===== src/hdl/adrc_pkg.sv =====
// shared types, constants and table builders for the dynamic range compressor
`default_nettype none

package adrc_pkg;

  // envelope and table geometry
  localparam int LOG_TABLE_DEPTH = 64;   // power of two
  localparam int ENV_FRAC_BITS   = 8;
  localparam int LTD_BITS        = $clog2(LOG_TABLE_DEPTH);
  localparam int TI_W            = $clog2(LOG_TABLE_DEPTH + 1);
  localparam int ENV_W           = 16 + ENV_FRAC_BITS;
  localparam int P_W             = $clog2(ENV_W);
  localparam int TAB_W           = 18;
  localparam int LOG_W           = 24;
  localparam int OVER_W          = 22;
  localparam int S_W             = 7;
  localparam int MUL_W           = 32;
  localparam int PROD_W          = 2 * MUL_W;

  // configuration port
  localparam int ADDR_W = 4;
  localparam int DATA_W = 32;

  localparam logic [14:0] THRESH_RST  = 15'h7FFF & 15'(-2381);
  localparam logic [15:0] SLOPE_RST   = 16'd29127;
  localparam logic [15:0] ATTACK_RST  = 16'd545;
  localparam logic [15:0] RELEASE_RST = 16'd55;

  typedef enum logic [1:0] {
    REG_THRESHOLD,
    REG_SLOPE,
    REG_ATTACK,
    REG_RELEASE
  } adrc_reg_idx_t;

  typedef struct packed {
    logic [14:0] threshold_log;
    logic [15:0] slope;
    logic [15:0] attack_coeff;
    logic [15:0] release_coeff;
  } adrc_cfg_t;

  typedef enum logic [3:0] {
    S_IDLE,
    S_ENV,
    S_ENV_UPD,
    S_LZD,
    S_LOG_MUL,
    S_LOG_ADD,
    S_CMP,
    S_GAIN_MUL,
    S_GAIN_SPLIT,
    S_EXP_MUL,
    S_EXP_ADD,
    S_OUT_MUL,
    S_ROUND,
    S_OUT
  } adrc_state_t;

  typedef logic [TAB_W-1:0] adrc_tab_t [0:LOG_TABLE_DEPTH];

  // bitwise integer square root, used only while building the tables
  function automatic logic [63:0] isqrt64(input logic [63:0] v_in);
    logic [63:0] v;
    logic [63:0] res;
    logic [63:0] b;
    v   = v_in;
    res = '0;
    b   = 64'd1 << 62;
    for (int k = 0; k < 32; k++) begin
      if (v >= res + b) begin
        v   = v - (res + b);
        res = (res >> 1) + b;
      end else begin
        res = res >> 1;
      end
      b = b >> 2;
    end
    return res;
  endfunction

  // log2 fraction table, Q0.16, by repeated squaring
  function automatic adrc_tab_t build_log_tab();
    adrc_tab_t   t;
    logic [63:0] x;
    logic [19:0] y;
    for (int i = 0; i < LOG_TABLE_DEPTH; i++) begin
      x = ((64'(LOG_TABLE_DEPTH) + 64'(i)) << 30) / 64'(LOG_TABLE_DEPTH);
      y = '0;
      for (int k = 0; k < 20; k++) begin
        x = (x * x + (64'd1 << 29)) >> 30;
        if (x >= (64'd1 << 31)) begin
          x         = x >> 1;
          y[19 - k] = 1'b1;
        end
      end
      t[i] = TAB_W'((21'(y) + 21'd8) >> 4);
    end
    t[LOG_TABLE_DEPTH] = TAB_W'(65536);
    return t;
  endfunction

  // exp2 table, Q1.16, from a chain of square roots of two
  function automatic adrc_tab_t build_exp_tab();
    adrc_tab_t   t;
    logic [63:0] c [0:24];
    logic [63:0] tt;
    logic [63:0] r;
    c[0] = 64'd1 << 31;
    for (int k = 1; k <= 24; k++) begin
      c[k] = isqrt64(c[k - 1] << 30);
    end
    for (int i = 0; i < LOG_TABLE_DEPTH; i++) begin
      tt = (64'(i) << 24) / 64'(LOG_TABLE_DEPTH);
      r  = 64'd1 << 30;
      for (int k = 1; k <= 24; k++) begin
        if (tt[24 - k]) begin
          r = (r * c[k] + (64'd1 << 29)) >> 30;
        end
      end
      t[i] = TAB_W'((r + (64'd1 << 13)) >> 14);
    end
    t[LOG_TABLE_DEPTH] = TAB_W'(131072);
    return t;
  endfunction

  localparam adrc_tab_t LOG_TAB = build_log_tab();
  localparam adrc_tab_t EXP_TAB = build_exp_tab();

endpackage

`default_nettype wire


===== src/hdl/audio_dynamic_range_compressor.sv =====
// top level: envelope follower, log/exp gain computer and gain stage on one shared multiplier
//
//   channel  | handshake           | payload
//   ---------+---------------------+------------------------------------------
//   input    | in_valid / in_stall | in_sample_in, in_chunk_end
//   output   | out_valid/out_stall | out_sample_out, out_compressing, out_chunk_last
//   config   | psel/penable/pwrite | paddr, pwdata, prdata, pready
//
// the single 32x32 multiplier serves up to five products per item; a new item is accepted only
// once the last is handed to the output register. the exp step is skipped for a reduction with no
// fractional part, the gain steps at or below threshold, and all later steps for a zero envelope.
// reset (rst_n low, synchronous) clears the envelope and loads the default registers.
// a finished item waits in the output register while out_stall is high; the
// sequencer holds in its last step until that register is free.
`default_nettype none

module audio_dynamic_range_compressor (
  input  logic                        clk,
  input  logic                        rst_n,
  input  logic                        in_valid,
  output logic                        in_stall,
  input  logic signed [15:0]          in_sample_in,
  input  logic                        in_chunk_end,
  output logic                        out_valid,
  input  logic                        out_stall,
  output logic signed [15:0]          out_sample_out,
  output logic                        out_compressing,
  output logic                        out_chunk_last,
  input  logic                        psel,
  input  logic                        penable,
  input  logic                        pwrite,
  input  logic [adrc_pkg::ADDR_W-1:0] paddr,
  input  logic [adrc_pkg::DATA_W-1:0] pwdata,
  output logic [adrc_pkg::DATA_W-1:0] prdata,
  output logic                        pready
);
  import adrc_pkg::*;

  localparam logic [ENV_W-1:0] ENV_MAX   = ENV_W'(1) << (ENV_W - 1);
  localparam logic [S_W-1:0]   SHIFT_MAX = S_W'(40);

  adrc_cfg_t cfg;

  // control and payload registers
  adrc_state_t          state_r,     state_nxt;
  logic                 out_valid_r, out_valid_nxt;
  logic [ENV_W-1:0]     env_r,       env_nxt;
  logic [15:0]          sample_r,    sample_nxt;
  logic [15:0]          mag_r,       mag_nxt;
  logic                 neg_r,       neg_nxt;
  logic                 last_r,      last_nxt;
  logic [P_W-1:0]       p_r,         p_nxt;
  logic [LTD_BITS-1:0]  idx_r,       idx_nxt;
  logic [30:0]          frac_r,      frac_nxt;
  logic signed [LOG_W-1:0] log_r,    log_nxt;
  logic [OVER_W-1:0]    over_r,      over_nxt;
  logic [S_W-1:0]       s_r,         s_nxt;
  logic [TAB_W-1:0]     x_r,         x_nxt;
  logic [PROD_W-1:0]    prod_r,      prod_nxt;
  logic [15:0]          res_r,       res_nxt;
  logic                 comp_r,      comp_nxt;
  logic [15:0]          out_sample_r, out_sample_nxt;
  logic                 out_comp_r,  out_comp_nxt;
  logic                 out_last_r,  out_last_nxt;

  // shared multiplier operands
  logic [MUL_W-1:0] mul_a;
  logic [MUL_W-1:0] mul_b;

  // envelope helpers
  logic [ENV_W-1:0] a_env;
  logic [ENV_W-1:0] d_env;
  logic             env_up;

  // table addresses
  logic [TI_W-1:0] lo_idx;
  logic [TI_W-1:0] hi_idx;

  logic in_acc;

  adrc_regs u_regs (
    .clk     (clk),
    .rst_n   (rst_n),
    .psel    (psel),
    .penable (penable),
    .pwrite  (pwrite),
    .paddr   (paddr),
    .pwdata  (pwdata),
    .prdata  (prdata),
    .pready  (pready),
    .cfg     (cfg)
  );

  assign in_stall        = (state_r != S_IDLE);
  assign in_acc          = in_valid && !in_stall;
  assign out_valid       = out_valid_r;
  assign out_sample_out  = out_sample_r;
  assign out_compressing = out_comp_r;
  assign out_chunk_last  = out_last_r;

  // envelope target and distance
  assign a_env  = ENV_W'(mag_r) << ENV_FRAC_BITS;
  assign env_up = a_env > env_r;
  assign d_env  = env_up ? (a_env - env_r) : (env_r - a_env);

  assign lo_idx = TI_W'(idx_r);
  assign hi_idx = lo_idx + TI_W'(1);

  // operand select for the shared multiplier
  always_comb begin
    mul_a = '0;
    mul_b = '0;
    case (state_r)
      S_ENV: begin
        mul_a = MUL_W'(env_up ? cfg.attack_coeff : cfg.release_coeff);
        mul_b = MUL_W'(d_env);
      end
      S_LOG_MUL: begin
        mul_a = MUL_W'(LOG_TAB[hi_idx] - LOG_TAB[lo_idx]);
        mul_b = MUL_W'(frac_r);
      end
      S_GAIN_MUL: begin
        mul_a = MUL_W'(cfg.slope);
        mul_b = MUL_W'(over_r);
      end
      S_EXP_MUL: begin
        mul_a = MUL_W'(EXP_TAB[hi_idx] - EXP_TAB[lo_idx]);
        mul_b = MUL_W'(frac_r);
      end
      S_OUT_MUL: begin
        mul_a = MUL_W'(mag_r);
        mul_b = MUL_W'(x_r);
      end
      default: ;
    endcase
  end

  // sequencer and datapath next values
  always_comb begin
    logic [ENV_W-1:0]        delta;
    logic [P_W-1:0]          p;
    logic [ENV_W-1:0]        norm;
    logic [30:0]             f31;
    logic [PROD_W-1:0]       rnd_w;
    logic [TAB_W-1:0]        fr;
    logic signed [P_W:0]     expo;
    logic signed [LOG_W:0]   over_s;
    logic [PROD_W-1:0]       gr_w;
    logic [15:0]             g;
    logic [15:0]             h;
    logic [7:0]              sh_rnd;
    logic [7:0]              sh_q;
    logic [16:0]             q;
    logic signed [17:0]      sres;

    state_nxt      = state_r;
    out_valid_nxt  = out_valid_r;
    env_nxt        = env_r;
    sample_nxt     = sample_r;
    mag_nxt        = mag_r;
    neg_nxt        = neg_r;
    last_nxt       = last_r;
    p_nxt          = p_r;
    idx_nxt        = idx_r;
    frac_nxt       = frac_r;
    log_nxt        = log_r;
    over_nxt       = over_r;
    s_nxt          = s_r;
    x_nxt          = x_r;
    res_nxt        = res_r;
    comp_nxt       = comp_r;
    out_sample_nxt = out_sample_r;
    out_comp_nxt   = out_comp_r;
    out_last_nxt   = out_last_r;
    prod_nxt       = PROD_W'(mul_a) * PROD_W'(mul_b);

    delta  = '0;
    p      = '0;
    norm   = '0;
    f31    = '0;
    rnd_w  = '0;
    fr     = '0;
    expo   = '0;
    over_s = '0;
    gr_w   = '0;
    g      = '0;
    h      = '0;
    sh_rnd = '0;
    sh_q   = '0;
    q      = '0;
    sres   = '0;

    // output register drains independently of the sequencer
    if (out_valid_r && !out_stall) begin
      out_valid_nxt = 1'b0;
    end

    unique case (state_r)
      S_IDLE: begin
        if (in_acc) begin
          sample_nxt = in_sample_in;
          neg_nxt    = in_sample_in[15];
          mag_nxt    = in_sample_in[15] ? 16'(16'd0 - in_sample_in) : in_sample_in;
          last_nxt   = in_chunk_end;
          comp_nxt   = 1'b0;
          state_nxt  = S_ENV;
        end
      end

      S_ENV: begin
        state_nxt = S_ENV_UPD;
      end

      // envelope moves toward the magnitude by the rounded product
      S_ENV_UPD: begin
        delta     = ENV_W'((prod_r + PROD_W'(32768)) >> 16);
        env_nxt   = env_up ? (env_r + delta) : (env_r - delta);
        state_nxt = S_LZD;
      end

      // leading-one detect and normalise
      S_LZD: begin
        for (int k = 0; k < ENV_W; k++) begin
          if (env_r[k]) begin
            p = P_W'(k);
          end
        end
        norm     = env_r << (P_W'(ENV_W - 1) - p);
        f31      = 31'(norm[ENV_W-2:0]) << (32 - ENV_W);
        p_nxt    = p;
        idx_nxt  = f31[30 -: LTD_BITS];
        frac_nxt = f31 << LTD_BITS;
        if (env_r == '0) begin
          res_nxt   = sample_r;
          comp_nxt  = 1'b0;
          state_nxt = S_OUT;
        end else begin
          state_nxt = S_LOG_MUL;
        end
      end

      S_LOG_MUL: begin
        state_nxt = S_LOG_ADD;
      end

      // log2 of envelope relative to full scale, in q.16
      S_LOG_ADD: begin
        fr        = LOG_TAB[lo_idx] + TAB_W'((prod_r + (PROD_W'(1) << 30)) >> 31);
        expo      = $signed({1'b0, p_r}) - $signed((P_W+1)'(ENV_W - 1));
        log_nxt   = (LOG_W'(expo) <<< 16) + $signed(LOG_W'(fr));
        state_nxt = S_CMP;
      end

      // distance above threshold
      S_CMP: begin
        over_s   = (LOG_W+1)'(log_r) - ((LOG_W+1)'($signed(cfg.threshold_log)) <<< 6);
        over_nxt = OVER_W'(over_s);
        if (!over_s[LOG_W] && (over_s != '0)) begin
          comp_nxt  = 1'b1;
          state_nxt = S_GAIN_MUL;
        end else begin
          comp_nxt  = 1'b0;
          res_nxt   = sample_r;
          state_nxt = S_OUT;
        end
      end

      S_GAIN_MUL: begin
        state_nxt = S_GAIN_SPLIT;
      end

      // split gain reduction into whole shift and fractional part
      S_GAIN_SPLIT: begin
        gr_w = (prod_r + PROD_W'(32768)) >> 16;
        g    = gr_w[15:0];
        h    = 16'(17'h10000 - {1'b0, g});
        if (g == '0) begin
          x_nxt     = TAB_W'(65536);
          s_nxt     = S_W'(gr_w >> 16);
          state_nxt = S_OUT_MUL;
        end else begin
          idx_nxt   = h[15 -: LTD_BITS];
          frac_nxt  = 31'(16'(h << LTD_BITS));
          s_nxt     = S_W'(gr_w >> 16) + S_W'(1);
          state_nxt = S_EXP_MUL;
        end
      end

      S_EXP_MUL: begin
        state_nxt = S_EXP_ADD;
      end

      // interpolated exp2 of one minus the fractional part
      S_EXP_ADD: begin
        x_nxt     = EXP_TAB[lo_idx] + TAB_W'((prod_r + PROD_W'(32768)) >> 16);
        state_nxt = S_OUT_MUL;
      end

      S_OUT_MUL: begin
        state_nxt = S_ROUND;
      end

      // round, shift, restore sign and saturate
      S_ROUND: begin
        sh_rnd = 8'(s_r) + 8'd15;
        sh_q   = 8'(s_r) + 8'd16;
        rnd_w  = prod_r + (PROD_W'(1) << sh_rnd);
        q      = (s_r > SHIFT_MAX) ? 17'd0 : 17'(rnd_w >> sh_q);
        sres   = neg_r ? -$signed({1'b0, q}) : $signed({1'b0, q});
        if (sres > 18'sd32767) begin
          res_nxt = 16'h7FFF;
        end else if (sres < -18'sd32768) begin
          res_nxt = 16'h8000;
        end else begin
          res_nxt = 16'(sres);
        end
        state_nxt = S_OUT;
      end

      // hand the item to the output register once it is free
      S_OUT: begin
        if (!out_valid_r || !out_stall) begin
          out_sample_nxt = res_r;
          out_comp_nxt   = comp_r;
          out_last_nxt   = last_r;
          out_valid_nxt  = 1'b1;
          state_nxt      = S_IDLE;
        end
      end

      default: begin
        state_nxt = S_IDLE;
      end
    endcase
  end

  // control registers
  always_ff @(posedge clk) begin
    if (!rst_n) begin
      state_r     <= S_IDLE;
      out_valid_r <= 1'b0;
      env_r       <= '0;
    end else begin
      state_r     <= state_nxt;
      out_valid_r <= out_valid_nxt;
      env_r       <= env_nxt;
    end
  end

  // payload registers
  always_ff @(posedge clk) begin
    sample_r     <= sample_nxt;
    mag_r        <= mag_nxt;
    neg_r        <= neg_nxt;
    last_r       <= last_nxt;
    p_r          <= p_nxt;
    idx_r        <= idx_nxt;
    frac_r       <= frac_nxt;
    log_r        <= log_nxt;
    over_r       <= over_nxt;
    s_r          <= s_nxt;
    x_r          <= x_nxt;
    prod_r       <= prod_nxt;
    res_r        <= res_nxt;
    comp_r       <= comp_nxt;
    out_sample_r <= out_sample_nxt;
    out_comp_r   <= out_comp_nxt;
    out_last_r   <= out_last_nxt;
  end

`ifndef SYNTHESIS
  // an accepted item always starts with the envelope product
  a_accept_starts: assert property (@(posedge clk) disable iff (!rst_n)
    (in_valid && !in_stall) |=> (state_r == S_ENV))
    else $error("accepted item did not start the envelope step");

  // envelope never passes full scale
  a_env_bound: assert property (@(posedge clk) disable iff (!rst_n)
    env_r <= ENV_MAX)
    else $error("envelope above full scale");

  // a result appears only from the hand-off step
  a_out_from_seq: assert property (@(posedge clk) disable iff (!rst_n)
    $rose(out_valid_r) |-> ($past(state_r) == S_OUT))
    else $error("output became valid outside the hand-off step");
`endif

endmodule

`default_nettype wire


===== src/hdl/adrc_regs.sv =====
// configuration registers behind the apb-style port
`default_nettype none

module adrc_regs (
  input  logic                       clk,
  input  logic                       rst_n,
  input  logic                       psel,
  input  logic                       penable,
  input  logic                       pwrite,
  input  logic [adrc_pkg::ADDR_W-1:0] paddr,
  input  logic [adrc_pkg::DATA_W-1:0] pwdata,
  output logic [adrc_pkg::DATA_W-1:0] prdata,
  output logic                       pready,
  output adrc_pkg::adrc_cfg_t        cfg
);
  import adrc_pkg::*;

  adrc_cfg_t     cfg_r;
  adrc_reg_idx_t idx;
  logic          wr_en;

  assign idx    = adrc_reg_idx_t'(paddr[ADDR_W-1:2]);
  assign wr_en  = psel && penable && pwrite;
  assign pready = 1'b1;
  assign cfg    = cfg_r;

  // register writes
  always_ff @(posedge clk) begin
    if (!rst_n) begin
      cfg_r.threshold_log <= THRESH_RST;
      cfg_r.slope         <= SLOPE_RST;
      cfg_r.attack_coeff  <= ATTACK_RST;
      cfg_r.release_coeff <= RELEASE_RST;
    end else if (wr_en) begin
      unique case (idx)
        REG_THRESHOLD: cfg_r.threshold_log <= pwdata[14:0];
        REG_SLOPE:     cfg_r.slope         <= pwdata[15:0];
        REG_ATTACK:    cfg_r.attack_coeff  <= pwdata[15:0];
        REG_RELEASE:   cfg_r.release_coeff <= pwdata[15:0];
        default:       ;
      endcase
    end
  end

  // read back, threshold sign-extended
  always_comb begin
    unique case (idx)
      REG_THRESHOLD: prdata = DATA_W'($signed(cfg_r.threshold_log));
      REG_SLOPE:     prdata = DATA_W'(cfg_r.slope);
      REG_ATTACK:    prdata = DATA_W'(cfg_r.attack_coeff);
      REG_RELEASE:   prdata = DATA_W'(cfg_r.release_coeff);
      default:       prdata = '0;
    endcase
  end

endmodule

`default_nettype wire

===== config.mk =====
export PLATFORM = sky130hd
export DESIGN_NAME = audio_dynamic_range_compressor
export DESIGN_NICKNAME = d
export VERILOG_FILES = /design/src/hdl/adrc_pkg.sv /design/src/hdl/audio_dynamic_range_compressor.sv /design/src/hdl/adrc_regs.sv
export SDC_FILE = /design/constraint.sdc
export NUM_CORES = 2
export LEC_CHECK = 0
export ABC_AREA = 1
export ABC_CLOCK_PERIOD_IN_PS = 24100
export BUFFER_PORTS_ARGS = -buffer_cell sky130_fd_sc_hd__buf_2
export CAP_MARGIN = 0
export CORE_ASPECT_RATIO = 1.5
export CORE_MARGIN = 5
export CORE_UTILIZATION = 51
export DETAILED_ROUTE_END_ITERATION = 7
export MAX_ROUTING_LAYER = met4
export PLACE_DENSITY = 0.68
export SLEW_MARGIN = 5
export SYNTH_ARGS = -nofsm -noshare
export SYNTH_HDL_FRONTEND = slang
export SYNTH_SLANG_ARGS = --single-unit

===== constraint.sdc =====
create_clock -name clk -period 24.1 [get_ports clk]
set_input_delay 0 -clock clk [delete_from_list [all_inputs] [get_ports clk]]
set_output_delay 0 -clock clk [all_outputs]
set_load 0.03 [all_outputs]

**After elaboration in Yosys (flattened, before gate mapping)**

Memory sizes are Yosys's and may differ from the RTL's.
Index checks and enable logic that the tools add are counted.

- Bits in registers: 337
- Latch bits: 0
- RAM bits: 0
- Bits in read-only memories: 9216
- Input bits: 60
- Output and inout port bits: 53
- Logic and storage cells: 183
- Memories kept: 4

Memory list:

| memory | words | width | rd ports | clocked after Yosys merged registers in | wr ports | line | RTL |
|---|---|---|---|---|---|---|---|
| (name not given) | 128 | 18 | 1 | 0 | 0 | audio_dynamic_range_compressor.sv:295 | `x_nxt = EXP_TAB[lo_idx] + TAB_W'((prod_r + PROD_W'(32768)) >> 16);` |
| (name not given) | 128 | 18 | 1 | 0 | 0 | audio_dynamic_range_compressor.sv:248 | `fr = LOG_TAB[lo_idx] + TAB_W'((prod_r + (PROD_W'(1) << 30)) >> 31);` |
| (name not given) | 128 | 18 | 1 | 0 | 0 | audio_dynamic_range_compressor.sv:127 | `mul_a = MUL_W'(EXP_TAB[hi_idx] - EXP_TAB[lo_idx]);` |
| (name not given) | 128 | 18 | 1 | 0 | 0 | audio_dynamic_range_compressor.sv:119 | `mul_a = MUL_W'(LOG_TAB[hi_idx] - LOG_TAB[lo_idx]);` |

- $add $sub $neg: 22
- Multiply operators: 1
- Divide/modulo/power cells: 0
- $lt $le $gt $ge: 6
- Eq/ne operators: 22
- Shift-type cells: 3
- Mux-type cells: 66
- Bitwise operators: 2
- Reduce and logical (&&, ||, !) cells: 32

Operator list:

| operator | count |
|---|---|
| $mux 18 | 10 |
| $pmux 32 s5 | 1 |
| $pmux 32 s4 | 1 |
| $pmux 31 s4 | 1 |
| $mux 5 | 23 |
| $mux 16 | 5 |
| $sub 24x24->24 | 3 |
| $add 64x64->64 | 1 |
| $mul 32x32->64 | 1 |
| $shl 1x8->64 const A | 1 |
| $shr 64x8->17 | 1 |
| $pmux 31 s2 | 1 |
| $pmux 4 s14 | 1 |
| $add 49x31->49 const B | 1 |
| $mux 24 | 2 |
| $pmux 16 s3 | 1 |
| $add 40x16->40 const B | 1 |
| $sub 18x18->19 | 2 |
| $add 18x18->18 | 2 |
| $pmux 18 s2 | 1 |
| $sub 1x16->16 const A | 2 |
| $mux 31 | 1 |
| $reduce_bool 25->1 | 1 |
| $add 24x24->24 | 1 |
| other kinds (46) | 89 |

**Depth between registers and ports, before layout**

- Depth after elaboration: 27
- Mapped depth: 69

**Modules after synthesis**

From an unflattened synthesis, not the netlist that was laid out.

- Cells, all modules: 8798
- Area, all modules: 61139.9 µm²

By module, submodules not included:

| module | instances | cells each | area an instance (µm²) | seq. area each (µm²) |
|---|---|---|---|---|
| audio_dynamic_range_compressor | 1 | 8352 | 58162.0 | 7036.7 |
| adrc_regs | 1 | 446 | 2977.9 | 1261.2 |

**Worst setup path before layout**

OpenSTA, ideal clock, no wires.

- Path kind: register to register
- Start point: register idx_r[0]
- End point: register prod_r[57]
- Library setup time: 0.072 ns
- Arrival time: 11.730 ns
- Setup slack: 12.298 ns
- Stages on the path, launching flop included: 60
- Period minus slack after synthesis: 11.802 ns
- Cells stage by stage: edfxtp_1 clkbuf_1 clkinv_1 ha_1 clkbuf_1 nand2_1 inv_1 o21ai_0 nand2_1 o32ai_1 a32o_1 ha_1 fa_1 nor2_1 o21a_1 nor2_1 nor2_1 nor2_1 (+24 left out) fa_1 fa_1 inv_1 fa_1 fa_1 fa_1 fa_1 ha_1 a21oi_1 inv_1 a31oi_1 o221ai_1 a21oi_1 o21ai_0 a21oi_1 o211ai_1 a221oi_1 xnor2_1

- Longest elaborated chain between the ends: 8

Ends and longest elaborated chain:

| item | line | RTL |
|---|---|---|
| start, declared | audio_dynamic_range_compressor.sv:53 | `logic [LTD_BITS-1:0] idx_r, idx_nxt;` |
| start signal, assigned | audio_dynamic_range_compressor.sv:357 | `idx_r <= idx_nxt;` |
| $add 6x1->7 | audio_dynamic_range_compressor.sv:107 | `assign hi_idx = lo_idx + TI_W'(1);` |
| $not 7->8 (implied by the code) | audio_dynamic_range_compressor.sv:119, audio_dynamic_range_compressor.sv:127 |  |
| $mem_v2 128x18, on equally long branches | - |  |
| $mux 18, on equally long branches (2 in series) | audio_dynamic_range_compressor.sv:127, audio_dynamic_range_compressor.sv:119 |  |
| $sub 18x18->19, on equally long branches | audio_dynamic_range_compressor.sv:127, audio_dynamic_range_compressor.sv:119 |  |
| $pmux 32 s5 * | audio_dynamic_range_compressor.sv:113 | `case (state_r)` |
| $mul 32x32->64 * | audio_dynamic_range_compressor.sv:175 | `prod_nxt = PROD_W'(mul_a) * PROD_W'(mul_b);` |
| net prod_nxt[57] | audio_dynamic_range_compressor.sv:59 | `logic [PROD_W-1:0] prod_r, prod_nxt;` |
| end signal, assigned | audio_dynamic_range_compressor.sv:363 | `prod_r <= prod_nxt;` |
| end, declared | audio_dynamic_range_compressor.sv:59 |  |

Mark *: on every way through the listed nets, which the timed path passes. The rest lies on a longest branch. The select of a mux whose other input is x is not followed.
A chain may end at the register's enable or synchronous reset.

**Worst setup path after layout**

- Start point: register idx_r[0]
- End point: register prod_r[59]

Same word-level chain as after synthesis.

==> out/results.tsv <==
metric	value	unit
status	completed	
internal_power	0.00259	W
cts_tree	done	
clock-sinks	328	
ys_seq_elements	328	
slowest_delay	0.75	ns
multi_input_area	44500	um^2
seq_area	8300	um^2
mostFrequentLayoutCells	nand2_1 (2,113), inv_1 (1,766), nor2_1 (745)	
cap_violations	0	
finalHoldViolCount	0	
grt_pass1_vias	58700	
diodes	0	
ys_warn_count	0	
final.setup_skew	0.0613	ns
vias	58700	
clk_pin_slew	0.07	ns
slew_viol_final	0	
clockBufferDepth	3	
relSlewSlack	0.227	
core_area	118000	um^2
cp-start-kind	flip-flop	
clock_power_share	0.102	
ant_nets	0	
ioPinCount	113	
viasPerCell	5.70	
drtIter0Drc	5073	
die_y	432	um
reg2reg_slack	8.01	ns
post-route-drc-count	0	
cts-resized-gates	0	
insertion_delay	0.62	ns
peakVddDrop	0.248	mV
antenna_found_initial	2	
ys_seq_area_frac	0.137	
power.density	96.1	nW/um^2
cp_slowest_cell	nand2_1	
portBuffers	93	
fin_nets	9980	
die_area	126000	um^2
grt_pass1_wl	355000	um
fmax	0.0622	GHz
layout_commonest_cell	nand2_1	
crit_required	24.50	ns
power_frac_comb	0.767	
dp_hpwl	199000	um
finalPower	0.00620	W
synth_edf_count	173	
clock-root-buffer	clkbuf_16	
p_sw	0.00361	W
worst_slew_pin_slew	1.16	ns
setup_violations	0	
async_flop_share	0	
wl	241000	um
start_util	0.512	
holdCritPathClass	input pin to flip-flop	
area_growth	6.44	%
p_sw_frac	0.582	
synth_cell_types	75	
grt_use_total	0.383	
p_leak	34.7	nW
critical_path_class	flip-flop to flip-flop	
layout-drive-gt1-share	0.0437	
fillers	11700	
end_kind	flip-flop	
min_period	16.09	ns
postSynthCellCount	8678	
fin_tns_setup	0	ns
avgRoutedWirePerCell	23.3	um
syn_area_per_cell	6.99	um^2
seq_power_share	0.131	
gp_congestion	1.07	
rows	155	
fin_util	0.545	
fin_crit_sh	0.668	
chipWidth	292	um
dr.pass1.iters	8	
critPathArrivalTime	16.48	ns
grt_max_degree	70	
overflow	0	
crit_top_cell	nand2_1	
numCtsBuffers	39	
netlist_area	60600	um^2
h-tree-depth	2	
ys.flop_type	edfxtp_1	
critical_path.max_fanout	29	
rsz0062_at_grt	false	
==> state kept, by name, indices dropped and copies added (netlist names) <==
| name | cells |
|---|---|
| log_r | 23 |
| state_r | 4 |
| mag_r | 15 |
| frac_r | 25 |
| p_r | 5 |
| res_r | 16 |
| comp_r | 1 |
| out_chunk_last | 1 |
| prod_r | 63 |
| x_r | 18 |
| out_compressing | 1 |
| out_valid | 1 |
| s_r | 7 |
| over_r | 22 |
| u_regs.cfg | 63 |
| idx_r | 6 |
| last_r | 1 |
| env_r | 24 |
| sample_r | 16 |
| out_sample_out | 16 |
==> critical path, delay by kind of cell (launching register included) <==
kind	cells	cell delay (ns)
XOR/XNOR	1	0.60
AND/OR/NAND/NOR	22	3.18
adder cells (fa/ha/maj)	12	5.87
buffers and inverters	7	2.47
flip-flops	1	0.34
AO/OA/AOI/OAI	13	3.33
==> kinds of logic (layout without fill, tap and decap cells) <==
group	Yosys count	count (layout)	share of synthesized area
adder cells (fa/ha/maj)	1212	1212	0.338
buffers and inverters	2092	2109	0.133
AND/OR/NAND/NOR	3652	3652	0.247
AO/OA/AOI/OAI	1159	1159	0.111
XOR/XNOR	225	225	0.0326
flip-flops	328	328	0.137
multiplexers	8	8	0.00132
other	2	46	0.000124
==> what timing repair did <==
item	4_1_cts	5_1_grt
setup buffers	0	0
setup endpoints to repair	0	0
hold endpoints to repair	100	0
hold buffers	37	0
==> area by class of cell <==
cell class / count / area share
Clock inverter: 26 / 0.00438
Clock buffer: 46 / 0.0168
Timing Repair Buffer: 234 / 0.0250
Tap cell: 1570 / 0.0304
Sequential cell: 328 / 0.129
Inverter: 1803 / 0.105
Multi-Input combinational cell: 6302 / 0.690
==> path summary, 6_finish.rpt <==
path / endpoint / from / cells after the start
setup reg to reg: prod_r[59] / idx_r[0] / 55
hold reg to reg: out_sample_out[10] / res_r[10] / 0
setup / recovery: prod_r[59] / idx_r[0] / 55
hold / removal: u_regs.cfg[2] / paddr[3] / 6
==> routing by layer <==
layer / track usage / up-vias / share of wire
met5: - / - / 0
met1: 0.405 / 28100 / 0.34
met2: 0.654 / 2559 / 0.49
met3: 0.0422 / 941 / 0.060
li1: - / 27100 / -
met4: 0.298 / 0 / 0.10
==> stage by stage <==
stage	area, um^2	std cells	setup WS (ns)	hold slack, ns
2_1_floorplan	60800	8722	12.30	0.0989
3_3_place_gp	62800	10200	8.68	0.177
3_5_place_dp	62800	10200	8.58	0.180
5_1_grt	64500	10300	7.42	0.0892
4_1_cts	64500	10300	8.53	0.0155
6_report	64500	10300	8.01	0.0539
==> Yosys cell counts (19+ instances only) <==
cell type	number	area [um^2]
a21oi_1	389	1950
nor4_1	24	150
o211ai_1	40	300
o22ai_1	21	131
buf_4	22	165
o21ai_0	421	2110
a31oi_1	51	319
clkinv_1	19	71.3
edfxtp_1	173	5190
nand2_1	2118	7950
fa_1	713	14300
inv_1	1767	6630
ha_1	499	6240
dfxtp_1	155	3100
o21a_1	23	173
nand4_1	47	294
buf_1	22	82.6
nor2_1	751	2820
buf_2	69	345
nor3_1	63	315
nand3_1	552	2760
o21bai_1	22	165
a221oi_1	27	236
clkbuf_1	173	649
xnor2_1	55	482
xor2_1	169	1480
nand2_2	23	144
==> power by group through the flow <==
stage / logic, W / registers, W / clock network [W]
after floorplan: 0.00317 / 0.000769 / 0
after global placement: 0.00457 / 0.000817 / 0
after detailed placement: 0.00463 / 0.000817 / 0
after CTS: 0.00466 / 0.000806 / 0.000644
after global routing: 0.00517 / 0.000813 / 0.000665
final: 0.00475 / 0.000813 / 0.000635
No activity file was read; power rests on OpenSTA's default activity.
